**src/hdl/dttu_pkg.sv**
```systemverilog
// Types, constants and character codes shared by the decimal text parser.
`default_nettype none
package dttu_pkg;

    localparam int WIDTH      = 32;
    localparam int MAX_LEN    = 1024;
    localparam int CNT_W      = $clog2(MAX_LEN + 1);
    localparam int VALUE_W    = 32;
    localparam int CONSUMED_W = 11;
    localparam int CMD_DEPTH  = 4;
    localparam int CMD_AW     = $clog2(CMD_DEPTH);

    localparam logic [WIDTH-1:0] MAXV = {WIDTH{1'b1}};
    localparam logic [WIDTH-1:0] CUT  = MAXV / 10;
    localparam logic [3:0]       LIM  = 4'(MAXV % 10);

    localparam logic [7:0] CH_0     = 8'h30;
    localparam logic [7:0] CH_9     = 8'h39;
    localparam logic [7:0] CH_MINUS = 8'h2D;
    localparam logic [7:0] CH_PLUS  = 8'h2B;

    typedef enum logic [2:0] {
        CLS_NONE,
        CLS_DIGIT,
        CLS_MINUS,
        CLS_PLUS,
        CLS_OTHER
    } char_class_t;

    typedef enum logic [1:0] {
        ST_OK        = 2'd0,
        ST_NON_DIGIT = 2'd1,
        ST_NO_DIGIT  = 2'd2,
        ST_TOO_LARGE = 2'd3
    } status_t;

    typedef struct packed {
        logic [7:0] char_byte;
        logic       no_char;
        logic       is_last;
    } item_t;

    typedef struct packed {
        logic [VALUE_W-1:0]    value;
        logic                  value_written;
        status_t               status;
        logic [CONSUMED_W-1:0] consumed;
    } result_t;

    typedef struct packed {
        char_class_t cls;
        logic [3:0]  digit;
        logic        is_last;
    } cmd_t;

endpackage
`default_nettype wire

```
**src/hdl/dttu_front.sv**
```systemverilog
// Front end: accepts characters and classifies them into commands.
`default_nettype none
module dttu_front (
    input  wire logic           push,
    output logic                full,
    input  wire dttu_pkg::item_t item,
    input  wire logic           cmd_full,
    output logic                cmd_push,
    output dttu_pkg::cmd_t      cmd
);
    import dttu_pkg::*;

    char_class_t cls;

    always_comb
    begin
        if (item.no_char)
        begin
            cls = CLS_NONE;
        end
        else if (item.char_byte >= CH_0 && item.char_byte <= CH_9)
        begin
            cls = CLS_DIGIT;
        end
        else if (item.char_byte == CH_MINUS)
        begin
            cls = CLS_MINUS;
        end
        else if (item.char_byte == CH_PLUS)
        begin
            cls = CLS_PLUS;
        end
        else
        begin
            cls = CLS_OTHER;
        end
    end

    always_comb
    begin
        cmd.cls     = cls;
        cmd.digit   = 4'(item.char_byte - CH_0);
        cmd.is_last = item.is_last;
    end

    assign full     = cmd_full;
    assign cmd_push = push && !cmd_full;

endmodule
`default_nettype wire

```
**src/hdl/dttu_cmd_fifo.sv**
```systemverilog
// Short command queue between front end and back end.
`default_nettype none
module dttu_cmd_fifo (
    input  wire logic         clk,
    input  wire logic         rst_n,
    input  wire logic         wr_en,
    input  wire dttu_pkg::cmd_t wr_data,
    output logic              full,
    input  wire logic         rd_en,
    output dttu_pkg::cmd_t    rd_data,
    output logic              valid
);
    import dttu_pkg::*;

    cmd_t                slot_reg [CMD_DEPTH];
    logic [CMD_AW-1:0]   wr_ptr_reg;
    logic [CMD_AW-1:0]   wr_ptr_next;
    logic [CMD_AW-1:0]   rd_ptr_reg;
    logic [CMD_AW-1:0]   rd_ptr_next;
    logic [CMD_AW:0]     count_reg;
    logic [CMD_AW:0]     count_next;

    assign full    = (count_reg == (CMD_AW + 1)'(CMD_DEPTH));
    assign valid   = (count_reg != '0);
    assign rd_data = slot_reg[rd_ptr_reg];

    always_comb
    begin
        wr_ptr_next = wr_ptr_reg;
        rd_ptr_next = rd_ptr_reg;
        count_next  = count_reg;
        if (wr_en)
        begin
            wr_ptr_next = wr_ptr_reg + 1'b1;
        end
        if (rd_en)
        begin
            rd_ptr_next = rd_ptr_reg + 1'b1;
        end
        if (wr_en && !rd_en)
        begin
            count_next = count_reg + 1'b1;
        end
        else if (rd_en && !wr_en)
        begin
            count_next = count_reg - 1'b1;
        end
    end

    always_ff @(posedge clk or negedge rst_n)
    begin
        if (!rst_n)
        begin
            wr_ptr_reg <= '0;
            rd_ptr_reg <= '0;
            count_reg  <= '0;
        end
        else
        begin
            wr_ptr_reg <= wr_ptr_next;
            rd_ptr_reg <= rd_ptr_next;
            count_reg  <= count_next;
        end
    end

    always_ff @(posedge clk)
    begin
        if (wr_en)
        begin
            slot_reg[wr_ptr_reg] <= wr_data;
        end
    end

endmodule
`default_nettype wire

```
**src/hdl/dttu_back.sv**
```systemverilog
// Back end: accumulates digits and builds the result word.
`default_nettype none
module dttu_back (
    input  wire logic         clk,
    input  wire logic         rst_n,
    input  wire logic         cmd_valid,
    input  wire dttu_pkg::cmd_t cmd,
    output logic              cmd_pop,
    output logic              empty,
    input  wire logic         pop,
    output dttu_pkg::result_t result
);
    import dttu_pkg::*;

    logic [WIDTH-1:0] acc_reg;
    logic [WIDTH-1:0] acc_next;
    logic             ovf_reg;
    logic             ovf_next;
    logic             seen_reg;
    logic             seen_next;
    logic             minus_reg;
    logic             minus_next;
    logic             stopped_reg;
    logic             stopped_next;
    logic             first_reg;
    logic             first_next;
    logic [CNT_W-1:0] cnt_reg;
    logic [CNT_W-1:0] cnt_next;
    logic             res_valid_reg;
    logic             res_valid_next;
    result_t          res_reg;
    result_t          res_next;

    logic [WIDTH-1:0] acc_times10;
    logic [CNT_W-1:0] cnt_inc;
    logic             too_big;
    logic [WIDTH-1:0] signed_val;

    assign cmd_pop     = cmd_valid && (!cmd.is_last || !res_valid_reg || pop);
    assign empty       = !res_valid_reg;
    assign result      = res_reg;
    assign acc_times10 = (acc_reg << 3) + (acc_reg << 1) + WIDTH'(cmd.digit);
    assign cnt_inc     = (cnt_reg < CNT_W'(MAX_LEN)) ? cnt_reg + 1'b1 : cnt_reg;
    assign too_big     = (acc_reg > CUT) || (acc_reg == CUT && cmd.digit > LIM);

    always_comb
    begin
        acc_next     = acc_reg;
        ovf_next     = ovf_reg;
        seen_next    = seen_reg;
        minus_next   = minus_reg;
        stopped_next = stopped_reg;
        first_next   = first_reg;
        cnt_next     = cnt_reg;
        if (cmd_pop && cmd.cls != CLS_NONE && !stopped_reg)
        begin
            first_next = 1'b0;
            if (first_reg && cmd.cls == CLS_MINUS)
            begin
                minus_next = 1'b1;
                cnt_next   = cnt_inc;
            end
            else if (first_reg && cmd.cls == CLS_PLUS)
            begin
                cnt_next = cnt_inc;
            end
            else if (cmd.cls == CLS_DIGIT)
            begin
                if (ovf_reg || too_big)
                begin
                    ovf_next = 1'b1;
                end
                else
                begin
                    acc_next  = acc_times10;
                    seen_next = 1'b1;
                end
                cnt_next = cnt_inc;
            end
            else
            begin
                stopped_next = 1'b1;
            end
        end
    end

    assign signed_val = minus_next ? (WIDTH'(0) - acc_next) : acc_next;

    always_comb
    begin
        res_next          = res_reg;
        res_next.consumed = CONSUMED_W'(cnt_next);
        if (ovf_next)
        begin
            res_next.value         = VALUE_W'(MAXV);
            res_next.value_written = 1'b1;
            res_next.status        = ST_TOO_LARGE;
        end
        else if (!seen_next && !stopped_next)
        begin
            res_next.value         = '0;
            res_next.value_written = 1'b0;
            res_next.status        = ST_NO_DIGIT;
        end
        else
        begin
            res_next.value         = VALUE_W'(signed_val);
            res_next.value_written = 1'b1;
            res_next.status        = stopped_next ? ST_NON_DIGIT : ST_OK;
        end
    end

    always_comb
    begin
        if (cmd_pop && cmd.is_last)
        begin
            res_valid_next = 1'b1;
        end
        else if (pop && res_valid_reg)
        begin
            res_valid_next = 1'b0;
        end
        else
        begin
            res_valid_next = res_valid_reg;
        end
    end

    always_ff @(posedge clk or negedge rst_n)
    begin
        if (!rst_n)
        begin
            acc_reg       <= '0;
            ovf_reg       <= 1'b0;
            seen_reg      <= 1'b0;
            minus_reg     <= 1'b0;
            stopped_reg   <= 1'b0;
            first_reg     <= 1'b1;
            cnt_reg       <= '0;
            res_valid_reg <= 1'b0;
        end
        else
        begin
            res_valid_reg <= res_valid_next;
            if (cmd_pop && cmd.is_last)
            begin
                // restart for the next text
                acc_reg     <= '0;
                ovf_reg     <= 1'b0;
                seen_reg    <= 1'b0;
                minus_reg   <= 1'b0;
                stopped_reg <= 1'b0;
                first_reg   <= 1'b1;
                cnt_reg     <= '0;
            end
            else
            begin
                acc_reg     <= acc_next;
                ovf_reg     <= ovf_next;
                seen_reg    <= seen_next;
                minus_reg   <= minus_next;
                stopped_reg <= stopped_next;
                first_reg   <= first_next;
                cnt_reg     <= cnt_next;
            end
        end
    end

    always_ff @(posedge clk)
    begin
        if (cmd_pop && cmd.is_last)
        begin
            res_reg <= res_next;
        end
    end

endmodule
`default_nettype wire

```
**src/hdl/decimal_text_to_unsigned_parser_unit.sv**
```systemverilog
// Top level of the decimal text to unsigned integer parser.
//
// Input channel: one character word per push, accepted when push is high and
// full is low. A word with is_last set closes the text; a word with no_char
// set carries no character. Result channel: one result word per text, shown
// while empty is low and taken when pop is high.
// The word with is_last is first written into the command queue; the back end
// then pops it, registers the result and lowers empty.
// Sustained rate is one character word per cycle while full is low: the front end classifies
// each character, a four-entry command queue feeds the back end, and the
// back end does one multiply-by-ten and add per cycle.
// The back end holds one finished result; while it waits on pop, characters
// of the next text still flow in until the next is_last word, which waits at
// the head of the command queue; three more words fit before full rises.
// Reset empties the queue and the result register and starts a fresh text.
`default_nettype none
module decimal_text_to_unsigned_parser_unit (
    input  wire logic          clk,
    input  wire logic          rst_n,
    input  wire logic          push,
    output logic               full,
    input  wire dttu_pkg::item_t item,
    output logic               empty,
    input  wire logic          pop,
    output dttu_pkg::result_t  result
);
    import dttu_pkg::*;

    cmd_t front_cmd;
    cmd_t back_cmd;
    logic cmd_push;
    logic cmd_full;
    logic cmd_valid;
    logic cmd_pop;

    dttu_front u_front (
        .push     (push),
        .full     (full),
        .item     (item),
        .cmd_full (cmd_full),
        .cmd_push (cmd_push),
        .cmd      (front_cmd)
    );

    dttu_cmd_fifo u_cmd_fifo (
        .clk     (clk),
        .rst_n   (rst_n),
        .wr_en   (cmd_push),
        .wr_data (front_cmd),
        .full    (cmd_full),
        .rd_en   (cmd_pop),
        .rd_data (back_cmd),
        .valid   (cmd_valid)
    );

    dttu_back u_back (
        .clk       (clk),
        .rst_n     (rst_n),
        .cmd_valid (cmd_valid),
        .cmd       (back_cmd),
        .cmd_pop   (cmd_pop),
        .empty     (empty),
        .pop       (pop),
        .result    (result)
    );

    a_pop_needs_cmd: assert property (@(posedge clk) disable iff (!rst_n)
        cmd_pop |-> cmd_valid)
        else $error("command popped from empty queue");

    a_no_digit_form: assert property (@(posedge clk) disable iff (!rst_n)
        (!empty && !result.value_written) |->
            (result.status == ST_NO_DIGIT && result.value == '0))
        else $error("unwritten value with wrong status or nonzero value");

    a_too_large_max: assert property (@(posedge clk) disable iff (!rst_n)
        (!empty && result.status == ST_TOO_LARGE) |-> result.value == VALUE_W'(MAXV))
        else $error("overflow result not saturated");

    a_consumed_sat: assert property (@(posedge clk) disable iff (!rst_n)
        !empty |-> result.consumed <= CONSUMED_W'(MAX_LEN))
        else $error("consumed count beyond limit");

endmodule
`default_nettype wire
```
**config.mk**
```make
export PLATFORM = sky130hd
export DESIGN_NAME = decimal_text_to_unsigned_parser_unit
export DESIGN_NICKNAME = d
export VERILOG_FILES = /design/src/hdl/dttu_pkg.sv /design/src/hdl/dttu_front.sv /design/src/hdl/dttu_cmd_fifo.sv /design/src/hdl/dttu_back.sv /design/src/hdl/decimal_text_to_unsigned_parser_unit.sv
export SDC_FILE = /design/constraint.sdc
export NUM_CORES = 1
export LEC_CHECK = 0
export BUFFER_PORTS_ARGS = -buffer_cell sky130_fd_sc_hd__buf_2
export CAP_MARGIN = 20
export CORE_AREA = 4 4 155 157
export DETAILED_ROUTE_END_ITERATION = 10
export DIE_AREA = 0 0 159 161
export PLACE_DENSITY_LB_ADDON = 0.2
export SYNTH_ARGS = -nofsm -noshare
export SYNTH_HDL_FRONTEND = slang
export SYNTH_SLANG_ARGS = --single-unit
```
**constraint.sdc**
```tcl
create_clock -name clk -period 10.2 [get_ports clk]
set_clock_uncertainty 0.2 [all_clocks]
set_input_delay 1.02 -clock clk [delete_from_list [all_inputs] [get_ports clk]]
set_output_delay 1.02 -clock clk [all_outputs]
set_load 0.02 [all_outputs]
```
==> impl.org, run 1 <==
** Status
- The run finished with clean final reports.

** STA
- Fmax :: 0.1685 GHz
- Setup violation total in the final timing report :: 0
- The final number of max-transition violations came to 0.
- The worst path uses 58.18% of the clock period.
- Hold Violations, Final :: 0
- Headroom to the max-slew limit came out at 33.77%.
- Final min period :: 5934 ps
- Final setup TNS :: 0 ps
- Across all hold checks on the routed design, the worst slack comes to 287.0 ps.
- At the pin with the least slew margin, the transition time is 968.5 ps.
- Unrepaired setup endpoints after global routing :: false
- Final worst setup slack :: 4266 ps

** Worst hold path
- The path with the worst hold slack has its endpoint at u_cmd_fifo.count_reg[2]$_DFFE_PN0P_.
- Depth of the worst hold-timing path :: 1
- Worst min-delay path category :: reg2reg
- Worst hold path startpoint :: u_cmd_fifo.count_reg[2]$_DFFE_PN0P_

** Clock network
- CTS built an H-tree with a depth of 4.
- TritonCTS built the clock tree.
- Counting every sink on the clock net gives 134.
- In this run, CTS created clock tree buffers numbering 17.
- For the worst-skew pair, the clock arrives at the later sink with an insertion delay of 430 ps.
- Number of buffers inserted to repair setup after CTS :: 0
- Post-CTS resize count :: 0
- In this run the deepest clock path goes through 2 buffers.
- Library cell used as clock root buffer :: clkbuf_16
- After clock tree synthesis, the clock-pin slew on the worst setup and hold paths is 60 ps.
- Hold repair after CTS inserted 0 buffers.

** Global route
- Initial antenna violation count :: 0
- Entering global routing, the biggest net connects 66 pins.
- Global-route usage over all layers :: 17.80%
- The via count of the first global-routing pass came to 7083.
- Total global routing overflow :: 0
- Global-route wire length before repair :: around 37000 um

** Cells and area
- The library cell used most frequently in the layout, excluding fill and tap cells, is nor2_1.
- The finished cells cover 0.01008 sq mm.
- Share of final-layout standard cells stronger than drive strength 1 :: approximately 15%
- Number of nets at the end of the flow :: 1019
- In the layout the commonest cells are nor2_1 (84), edfxtp_1 (78), nand2_1 (71).
- Excluding fillers, the count of instances in the completed layout stands at 1235.
- Syn-to-layout area delta :: 13.23%
- 0 antenna diodes ended up in the layout.
- Filler cells :: between 2000 and 2500
- Max FFs per register :: 46

** Floorplan
- From bottom edge to top edge, the die measures about 160 um.
- Initial Utilization :: 39.56%
- In this run the count of I/O pins placed on the die edge is 62.
- From left edge to right edge, the die measures approximately 160 um.
- Area of the placeable core :: 0.02250 sq mm
- Number of rows created at floorplan :: 55
- The floorplan step defined a die boundary enclosing 0.02560 sq mm.

** Synthesis
- In the synthesized netlist, the number of instances is slightly below 900.
- Synthesized-area fraction occupied by adder cells :: between 9 and 10%
- Synth Area in Compound Gates :: 17.61%
- After synthesis, the mean cell area works out to 10.05 sq um.
- Counting flops with an async set or reset pin after synthesis yields a share of 41.79%.
- Number of enable-type register cells in the synthesized netlist :: 78
- Net count after synthesis :: 968
- By area, the combinational part of the netlist is dominated by simple AND/OR/NAND/NOR gates.
- Counting distinct cell types in the post-synthesis netlist gives 73.
- Of the post-synthesis cell area, the dominant cell type holds 26.31%.
- Leading register cell type out of synthesis :: edfxtp_1
- The synthesized netlist devotes 5.411% of its cell area to XOR and XNOR gates.
- Simple-gate share of the synthesized area :: 17.61%
- Dominant cell type by area after synthesis :: edfxtp_1
- In the synthesized netlist, mux cells make up a little under 5% of the area.
- Yosys printed 0 warnings.
- By area the synthesized netlist is led by edfxtp_1 (26%), dfrtp_1 (15%), ha_1 (9.1%).
- The mapped netlist covers 0.008902 sq mm.
- Part of the Yosys area used for sequential elements :: 42.07%
- Synthesized flop and latch total :: 134

** Critical path
- Critical path capture point type :: flip-flop
- In this run the critical register-to-register path is launched from u_cmd_fifo.rd_ptr_reg[0]$_DFFE_PN0P_.
- The setup path with the least slack is of type reg2reg.
- Internal reg-to-reg setup slack :: around 4300 ps
- Worst-path fanout max :: 10
- Depth of the worst register-to-register path :: 15
- Worst Setup Start Kind :: flip-flop
- Required time reported for the critical path endpoint :: 10150 ps
- The worst register-to-register path ends at u_back.result[44]$_SDFFCE_PP1P_.
- STA puts the critical path data arrival time at 5880 ps.

** Placement
- Worst slack after detailed placement :: 4356 ps
- The placed instances occupy a cell area of 0.009473 sq mm.
- Port buffering added 61 buffers.
- At the end of routability-driven placement, the weighted congestion stood at 0.8714.
- Including well taps, the total number of placed cells is roughly 1200.
- Post-detail-place hpwl :: 16460 um

** Flow run
- Across the run, the number of max-cap violations was 0.

** Power
- Net Switching :: approximately 0.0012 W
- Pwr per Cell Area :: 279.5 mW/mm^2
- Internal Dissipation :: 0.001591 W
- Leak Pwr :: 4.400 nW
- IR Drop Worst-Case VDD :: 151.8 uV
- Combinational logic burns 46.1% of the power.
- Clock power share :: around 22%
- Of the total power, the share spent switching nets is 43.51%.
- Of the total power, registers draw 31.5%.

** Detailed routing
- Number of search-and-repair iterations in the first detailed-routing pass :: 5
- Via/cell ratio :: 5.666
- The detail route stage leaves a number of antenna-violating nets equal to 0.
- In this run, the number of DRC markers left after iteration 0 of detailed routing was 448.
- Final WL :: between 20000 and 25000 um
- Routed via count :: 6997
- Routed len/inst :: ~18 um
- Detailed-route DRC error count :: 0
Yosys cell counts (all sizes together), types with 5 or more instances:
library cell and n:
a211o 7, a211oi 11, a21o 13, a21oi 50, a31oi 12, and2 11, and3 10, buf 9
clkbuf 26, dfrtp 55, edfxtp 78, ha 65, inv 21, mux2 5, mux2i 19, mux4 8
nand2 72, nand2b 6, nand3 15, nand4 15, nor2 85, nor2b 17, nor3 22, nor3b 8
nor4 13, o2111ai 8, o211a 5, o211ai 7, o21a 8, o21ai 66, o31ai 10, or2 7
or3 13, or4 5, xnor2 28, xor2 27
layout make-up:
cell class              instances  area, sq um  share of cell area (%)
multi-input cells             696         4942                   49.03
flip-flops and latches        134         3745                   37.15
clock buffers                  17        425.4                   4.220
well taps                     285        356.6                   3.538
repair buffers                 67        350.3                   3.476
clock inverters                15        181.4                   1.800
inverters                      21        78.83                  0.7820
how the worst max path moves through the flow:
stage	startpoint	endpoint	slack (ps)
after floorplan	u_cmd_fifo.rd_ptr_reg[0]$_DFFE_PN0P_	u_back.result[44]$_SDFFCE_PP1P_	5210
after global placement	u_cmd_fifo.rd_ptr_reg[0]$_DFFE_PN0P_	u_back.result[44]$_SDFFCE_PP1P_	4450
after detailed placement	u_cmd_fifo.rd_ptr_reg[0]$_DFFE_PN0P_	u_back.result[44]$_SDFFCE_PP1P_	4360
after CTS	u_cmd_fifo.rd_ptr_reg[0]$_DFFE_PN0P_	u_back.result[44]$_SDFFCE_PP1P_	4290
after global routing	u_cmd_fifo.rd_ptr_reg[0]$_DFFE_PN0P_	u_back.result[39]$_SDFFCE_PP1P_	3810
final	u_cmd_fifo.rd_ptr_reg[0]$_DFFE_PN0P_	u_back.result[44]$_SDFFCE_PP1P_	4270
per-layer routing:
| layer | vias to the layer above | global-route usage, % | share of wire [%] |
|---|---|---|---|
| li1 | 3454 | - | - |
| met1 | 3368 | 23.82 | 47 |
| met2 | 149 | 29.71 | 48 |
| met3 | 26 | 3.470 | 3.9 |
| met4 | 0 | 4.931 | 1.3 |
| met5 | - | 0 | 0 |
critical path, stage by stage, from the launching register on:
cell      delay, ps
dfrtp_1         700
mux4_1          670
inv_1            90
fa_1            460
inv_1            80
ha_1            240
a211o_1         300
a21oi_1         380
a211oi_1        230
or4_1           540
and3_1          250
a311o_1         380
o31ai_1         410
nor3b_1         460
a211o_1         200
nand4_1          70
cells by family (layout without fill, tap and decap cells):
kind of cell | after synthesis | count (layout)
XOR/XNOR | 55 | 55
buffers and inverters | 56 | 120
AND/OR/NAND/NOR | 309 | 309
AO/OA/AOI/OAI | 232 | 232
flip-flops | 134 | 134
multiplexers | 32 | 32
adder cells (fa/ha/maj) | 68 | 68
through the flow:
| step | total power [W] | util, % |
|---|---|---|
| 2_1_floorplan | 0.001824 | - |
| 5_1_grt | 0.003015 | 44.79 |
| 3_3_place_gp | 0.002193 | 42.10 |
| 6_report | 0.002817 | 44.79 |
| 4_1_cts | 0.002835 | 44.79 |
| 3_5_place_dp | 0.002195 | 42.10 |
power by group through the flow:
stage	clock (W)	combinational, W	sequential, W
6_report	0.000631	0.00130	0.000887
5_1_grt	0.000668	0.00144	0.000908
4_1_cts	0.000638	0.00131	0.000889
3_5_place_dp	0	0.00130	0.000898
3_3_place_gp	0	0.00130	0.000897
2_1_floorplan	0	0.000838	0.000986
No activity file was read; power rests on OpenSTA's default activity.
==> run 2: changes to the inputs <==
--- a/config.mk
+++ b/config.mk
@@ -5,11 +5,12 @@
 export SDC_FILE = /design/constraint.sdc
 export NUM_CORES = 1
 export LEC_CHECK = 0
+export ABC_AREA = 1
 export BUFFER_PORTS_ARGS = -buffer_cell sky130_fd_sc_hd__buf_2
 export CAP_MARGIN = 20
-export CORE_AREA = 4 4 155 157
+export CORE_AREA = 4 4 160 162
 export DETAILED_ROUTE_END_ITERATION = 10
-export DIE_AREA = 0 0 159 161
+export DIE_AREA = 0 0 164 166
 export PLACE_DENSITY_LB_ADDON = 0.2
 export SYNTH_ARGS = -nofsm -noshare
 export SYNTH_HDL_FRONTEND = slang
==> constraint.sdc (replaced) <==
create_clock -name clk -period 5.4 [get_ports clk]
set_clock_uncertainty 0.2 [all_clocks]
set_input_delay 0.54 -clock clk [delete_from_list [all_inputs] [get_ports clk]]
set_output_delay 0.54 -clock clk [all_outputs]
set_load 0.02 [all_outputs]
==> impl.org, run 2 <==
** Floorplan
- The floorplan step defined a core boundary enclosing 0.02411 sq mm.
- Once the floorplan was initialized, standard cells occupied around two fifths of the core.
- Horizontal die dimension :: 164 um
- Row generation in the floorplan step produced between 50 and 60 rows.
- In this run the vertical extent of the chip is 166 um.
- The floorplan step defined a die boundary enclosing 0.02722 sq mm.
- I/O pins :: 62

** Clock network
- Number of buffers added by the clock tree synthesis step :: 17
- TritonCTS built the clock tree.
- In this run the number of H-tree levels came out at 4.
- Clock-pin slew on the worst setup and hold paths :: 60 ps
- The clock passes through at most 2 buffers.
- Cts hold-fix bufs :: 0
- Buffers added to address setup during post-CTS repair amount to 0.
- Post-CTS resize count :: 0
- For the worst-skew pair, the clock arrives at the later sink with an insertion delay of ~440 ps.
- The tree is rooted in a clkbuf_16.
- Clock tree sinks :: ~130

** Synthesis
- Gate Count Post-Synth :: 1265
- Number of enable-type register cells in the synthesized netlist :: 78
- Netlist area before placement :: 0.009525 sq mm
- Part of the Yosys area used for sequential elements :: 39.31%
- Synthesis produced a netlist with a net count of 1347.
- Synthesis inferred 134 register bits.
- Leading register cell type out of synthesis :: edfxtp_1
- Mean Syn Cell Area :: around 7.5 sq um
- The top cell type by area accounts for 24.59% of the synthesized area.
- For this run, the number of Yosys warnings is 0.
- Of all cell types, the one taking the most synthesized area is edfxtp_1.
- Async set-reset flop share out of synthesis :: a little over two fifths
- Yosys mapped the design onto 51 distinct sky130hd cell types.
- Top cells by area in the synthesized netlist :: edfxtp_1 (25%), dfrtp_1 (14%), nand2_1 (14%)
- Sorting the synthesized cells by how often they occur yields nand2_1 (348), inv_1 (171), nor2_1 (145).
- In the post-synthesis netlist, the cell with the most instances is nand2_1.

** Cells and area
- Relative to the synthesized area, the layout overhead comes to 12.24%.
- In the final layout, the multi-input gates occupy 0.004923 sq mm.
- The count of cells in the finished layout, fillers not included, comes to between 1500 and 2000.
- Commonest non-fill, non-tap cells in the layout :: nand2_1 (348), inv_1 (170), nor2_1 (144)
- Number of nets at the end of the flow :: around 1400
- Commonest non-fill, non-tap cell in the layout :: nand2_1
- The repair_antennas step left the layout with diodes totalling 0.
- Seq. cell area :: 0.003745 sq mm
- Counting the fill cells in the layout gives 2510.
- The register with the most flip-flops in the layout has 46 of them.
- Cells with a size suffix above 1 make up 12.23% of the layout.

** Status
- Result of the run :: finished, final reports clean

** STA
- Setup total negative slack on the finished layout was measured at 0 ps.
- The worst pin sits at a relative slew slack of 33.16%.
- The clock period could shrink to 4472 ps.
- Setup violations remaining at the end of the flow were counted as 0.
- The final number of max-transition violations came to 0.
- Worst Max-Slew Pin Slew :: 1002 ps
- For this run, the top clock speed supported by timing is roughly 0.22 GHz.
- Setup repair after global routing left no endpoint under its margin.
- The number of failing hold endpoints at the final stage is 0.
- Dividing the final minimum period by the clock period gives 82.81%.

** Power
- Across the VDD grid, the largest voltage drop is 297.5 uV.
- Combinational share of power :: a little under three fifths
- The clock network accounts for between 15 and 20% of the total power.
- Of the total power, the share spent switching nets is roughly half.
- Leak Pwr :: 5.654 nW
- Sequential cells account for 26.7% of the total power.
- The analysis attributes to net switching a power of ~0.0033 W.
- The internal portion of the total power is roughly 0.0034 W.
- Pwr per Cell Area :: 622.5 mW/mm^2

** Detailed routing
- Detailed-route DRC error count :: 0
- Summing over every cut layer, the via total after detailed routing is a little over 8000.
- After detailed routing, the number of vias per cell comes to slightly below 5.
- In the final routed layout, each cell accounts on average for 14.48 um.
- Final WL :: 24110 um
- Detail Route Antenna Nets :: 0
- For this run, the detailed router's first-pass iteration total came to 5.
- Detailed router's first-iteration violation count :: roughly 520

** Flow run
- Across the run, the number of max-cap violations was 0.

** Global route
- Global routing used a little under a fifth of the available tracks across all layers.
- The first global-routing pass estimated 40230 um of wire.
- Total global routing overflow :: 0
- Pin count of the biggest net entering global routing :: 57
- Via count of the first global-routing pass :: around 7900
- Initial antenna violation count :: 0

** Worst hold path
- In this run the worst hold path is classified as in2async.

** Placement
- Routability-driven placement finished with a final weighted congestion of 0.9401.
- Detailed placement ended at an HPWL of 18840 um.
- The number of placed instances, taps included, is 1633.
- Number of input and output port buffers inserted :: 61

** Critical path
- STA puts the critical path data arrival time at 4440 ps.
- STA classifies the critical path endpoint as a flip-flop.
- The critical path starts at u_cmd_fifo.rd_ptr_reg[1]$_DFFE_PN0P_.
- In this run the worst path has a maximum fanout of 10.
- The setup path with the least slack is of type reg2reg.
- At the worst endpoint, the required time is 5370 ps.
- Startpoint of the worst-slack reg-to-reg timing path :: u_cmd_fifo.rd_ptr_reg[1]$_DFFE_PN0P_
- The worst setup path is launched from a flip-flop.
[run 2: changes by cell type after synthesis, moves of 13 or more]
cell	change
nand2_1	+277
mux2i_1	-19
nand3_1	+93
nand2_2	+16
nor2b_1	-16
xnor2_1	-22
clkbuf_1	-13
nor2_1	+61
inv_1	+150
[run 2: metrics by stage]
step	total power, W	hold slack, ps	area (sq um)	utilization [%]	setup slack [ps]
floorplan	0.004651	44.41	9525	-	1382
global placement	0.005565	267.2	10130	42.04	1043
detailed placement	0.005592	266.2	10130	42.04	919.8
CTS	0.006717	96.31	10690	44.35	913.9
global route	0.007306	109.4	10690	44.35	497.4
finish	0.006656	47.47	10690	44.35	928.2
[run 2: final timing paths]
path	end	slack [ps]	depth (start not counted)
worst max-delay path	u_back.result[43]$_SDFFCE_PP1P_	930	24
worst min-delay path	u_back.acc_reg[30]$_DFF_PN0_	50	2
worst max register to register	u_back.result[43]$_SDFFCE_PP1P_	930	24
worst min register to register	u_back.first_reg$_DFFE_PN1P_	270	2
max in group asynchronous	u_back.cnt_reg[3]$_DFF_PN0_	4400	2
min in group clk	u_cmd_fifo.slot_reg[3][0]$_DFFE_PP_	130	1
[run 2: cell families (layout without fill, tap and decap cells)]
logic type      count (synthesis)  after routing  share of synthesized area, %
compound gates                140            140                         8.065
xor+xnor                       24             24                         2.207
fa+ha+maj                      68             68                         9.169
buf+inv                       208            284                         9.024
flops                         134            134                         39.31
simple gates                  691            691                         32.22
[run 2: critical path, cell delays in order, from the launching register on]
cell	delay (ps)
dfrtp_1	570
inv_4	100
a21oi_1	130
o21ai_1	70
nand2_1	90
inv_1	60
fa_1	490
fa_1	480
inv_1	130
nand3_1	80
nand3_1	150
nand3_1	90
nand2_1	160
nand2_1	90
nand3_1	70
nand2_1	60
o21ai_1	330
and2_1	210
nand2_1	50
nor2_1	150
nand3_2	110
nand2_2	100
nand3_1	80
nand3_1	100
nand2_1	50
[run 2: cell type report]
| type | count | area share [%] |
|---|---|---|
| multi-input cells | 923 | 46.05 |
| inverters | 183 | 6.507 |
| clock buffers | 18 | 4.014 |
| well taps | 324 | 3.792 |
| flip-flops and latches | 134 | 35.03 |
| repair buffers | 69 | 3.417 |
| clock inverters | 14 | 1.194 |
[run 2: power groups by stage]
| stage | sequential, W | combinational (W) | clock [W] |
|---|---|---|---|
| after floorplan | 0.00198 | 0.00268 | 0 |
| after global placement | 0.00179 | 0.00377 | 0 |
| after detailed placement | 0.00180 | 0.00379 | 0 |
| after CTS | 0.00178 | 0.00381 | 0.00113 |
| after global routing | 0.00182 | 0.00431 | 0.00118 |
| final | 0.00178 | 0.00378 | 0.00110 |
[run 2: routing by layer]
metal | vias to the layer above | global-route usage [%] | wire length, um
met5 | - | 0 | 0
met4 | 0 | 4.267 | 388
met3 | 32 | 3.425 | 937
met2 | 159 | 30.31 | 11640
met1 | 3776 | 25.08 | 11150
li1 | 4223 | - | -
==> run 3: changes to the inputs <==
==> constraint.sdc (replaced) <==
create_clock -name clk -period 4.25 [get_ports clk]
set_clock_uncertainty 0.2 [all_clocks]
set_input_delay 0.425 -clock clk [delete_from_list [all_inputs] [get_ports clk]]
set_output_delay 0.425 -clock clk [all_outputs]
set_load 0.02 [all_outputs]
==> impl.org, run 3 (synthesized netlist as in run 2, its figures left out) <==
** Clock network
- Clock-pin slew on the worst setup and hold paths :: 60 ps
- The clock passes through at most 2 buffers.
- Clock tree from TritonCTS :: done
- The H-tree was split into 4 levels.
- Clock tree synthesis found a total of 134 sinks.
- The tree is rooted in a clkbuf_16.
- TritonCTS created 17 clock buffers.
- Clk Latency, worst-skew pair :: 430 ps

** Flow run
- Max Cap Viol :: 0

** Placement
- Routability-driven placement finished with a final weighted congestion of a little over 0.9.
- Timing analysis after detailed placement gives a worst setup slack of -17.64 ps.
- Buffers placed on the I/O ports in this run total 61.
- Counting tap cells, the placed design contains a total of between 1500 and 2000 instances.
- Post-detail-place hpwl :: 19490 um

** Detailed routing
- The pre-antenna-repair detailed-routing pass consisted of 5 iterations.
- Detail Route Antenna Nets :: 0
- Detailed-route DRC error count :: 0
- Via/cell ratio :: 4.948
- The final layout contains routed wiring with a total length of 25130 um.
- In the final routed layout, each cell accounts on average for 14.83 um.
- The detailed router placed 8387 vias in this run.
- After the first detailed-routing iteration, the DRC count stood at 523.

** Global route
- Global routing consumed, over all layers together, 18.55% of the routing resources.
- The first global-routing pass estimated slightly above 40000 um of wire.
- The initial antenna violation count came to 0.
- Pin count of the biggest net entering global routing :: 46
- Via count of the first global-routing pass :: 8113
- Summed over all layers, the global routing overflow is 0.

** STA
- On the final layout, the worst hold slack is 15.63 ps.
- Counting I/O delays and the setup requirement, the final critical path takes 4023 ps.
- Headroom to the max-slew limit came out at 44.95%.
- Setup repair after global routing could not meet its margin everywhere.
- For the pin with the worst max-slew slack, the measured transition is 824.9 ps.
- The final number of max-transition violations came to 0.
- Static timing analysis puts the maximum clock frequency at 0.2485 GHz.
- Setup violation total in the final timing report :: 0
- Fraction of the cycle the final worst path needs :: between 90% and 100%
- The number of failing hold endpoints at the final stage came to 0.
- Final worst setup slack :: 226.6 ps

** Floorplan
- The initial utilization of the core area, before any placement, comes to 39.52%.
- Die outline area :: 0.02722 sq mm
- The region available for standard cell placement spans 0.02411 sq mm.
- Die Height :: 166 um
- Horizontal die dimension :: 164 um
- Number of rows created at floorplan :: 57
- Pin placement for this block handled 62 I/O pins.

** Critical path
- Worst path slowest cell :: dfrtp_2
- Delay of the slowest cell on the worst path :: 430 ps
- Data on the critical path is required at its endpoint by 4210 ps.
- The worst setup path is captured at a flip-flop.
- Worst Setup Start Kind :: flip-flop
- Of all nets on the critical path, the largest fanout is 6.
- CP Data Arrival Time :: 3980 ps
- Counting both buffers and inverters, the worst setup path holds a total of 6.
- The cell family contributing the most delay on the critical path is simple AND/OR/NAND/NOR gates.
- Category of the most critical setup path :: reg2reg

** Cells and area
- After the last flow step, the layout net total stands at 1440.
- The number of antenna diodes in the final layout is 0.
- Commonest non-fill, non-tap cells in the layout :: nand2_1 (324), inv_1 (165), nor2_1 (133)
- Commonest non-fill, non-tap cell in the layout :: nand2_1
- Relative to the synthesized area, the layout overhead comes to 17.52%.
- Final Non-Filler Cells :: 1695
- Max FFs per register :: 46
- Share of final-layout standard cells stronger than drive strength 1 :: 19.11%
- Measured on the finished design, the core utilization comes to 46.44%.

** Power
- IR analysis of the VDD net gives a maximum drop of 448.3 uV.
- In this run the power density over the cells is 794.4 mW/mm^2.
- Leak Pwr :: 5.877 nW

** Status
- Result of the run :: finished, final reports clean

** Worst hold path
- In this run the worst hold path is classified as in2reg.
## run 3: cell types whose count changed in the layout (fill, tap and decap cells not counted), moves of 11 or more
| cell | delta |
|---|---|
| nand2_2 | +18 |
| buf_4 | +27 |
| nor2_1 | -11 |
| nand3_2 | +19 |
| nand3_1 | -19 |
| nand2_1 | -24 |
## run 3: per-layer routing
layer	track usage [%]	vias up	routed length [um]
li1	-	4285	-
met1	24.67	3909	11360
met4	5.470	0	444
met5	0	-	0
met2	31.64	159	12440
met3	2.259	34	894
## run 3: per-stage QoR
stage	setup TNS [ps]	total power [W]	cell area, sq um
detailed placement	-17.64	0.007239	10220
floorplan	0	0.005909	9525
finish	0	0.008893	11190
global route	-224.1	0.009664	11190
CTS	0	0.008689	10820
global placement	0	0.007217	10220
## run 3: area by class of cell
class	instances	area, sq um
fill	2471	12910
clock inverter	15	142.6
inverter	183	695.7
timing repair buffer	99	600.6
multi-input combinational	923	5177
sequential	134	3747
tap	324	405.4
clock buffer	17	425.4
## run 3: where the power goes
| group | internal [W] | switching (W) | leakage, nW |
|---|---|---|---|
| clock network | 0.000816 | 0.000612 | 0.271 |
| logic | 0.00168 | 0.00353 | 4.09 |
| registers | 0.00202 | 0.000234 | 1.51 |
## run 3: final timing paths
kind                                                 startpoint  cells after the start                                to  slack (ps)
setup / recovery           u_cmd_fifo.rd_ptr_reg[1]$_DFFE_PN0P_                     28   u_back.result[41]$_SDFFCE_PP1P_         230
hold / removal                                              pop                      2  u_back.res_valid_reg$_DFFE_PN0P_          20
setup reg to reg           u_cmd_fifo.rd_ptr_reg[1]$_DFFE_PN0P_                     28   u_back.result[41]$_SDFFCE_PP1P_         230
hold reg to reg                    u_back.first_reg$_DFFE_PN1P_                      2      u_back.first_reg$_DFFE_PN1P_         270
max in group asynchronous                                 rst_n                      3      u_back.first_reg$_DFFE_PN1P_        2540
min in group asynchronous                                 rst_n                      2      u_back.acc_reg[28]$_DFF_PN0_         370
## run 3: what timing repair did
item,in CTS,in global routing
pin swaps,1,39
hold buffers,1,0
buffers inserted,2,15
resized for setup,1,85
endpoints found under the setup margin,3,23
hold endpoints to repair,25,0
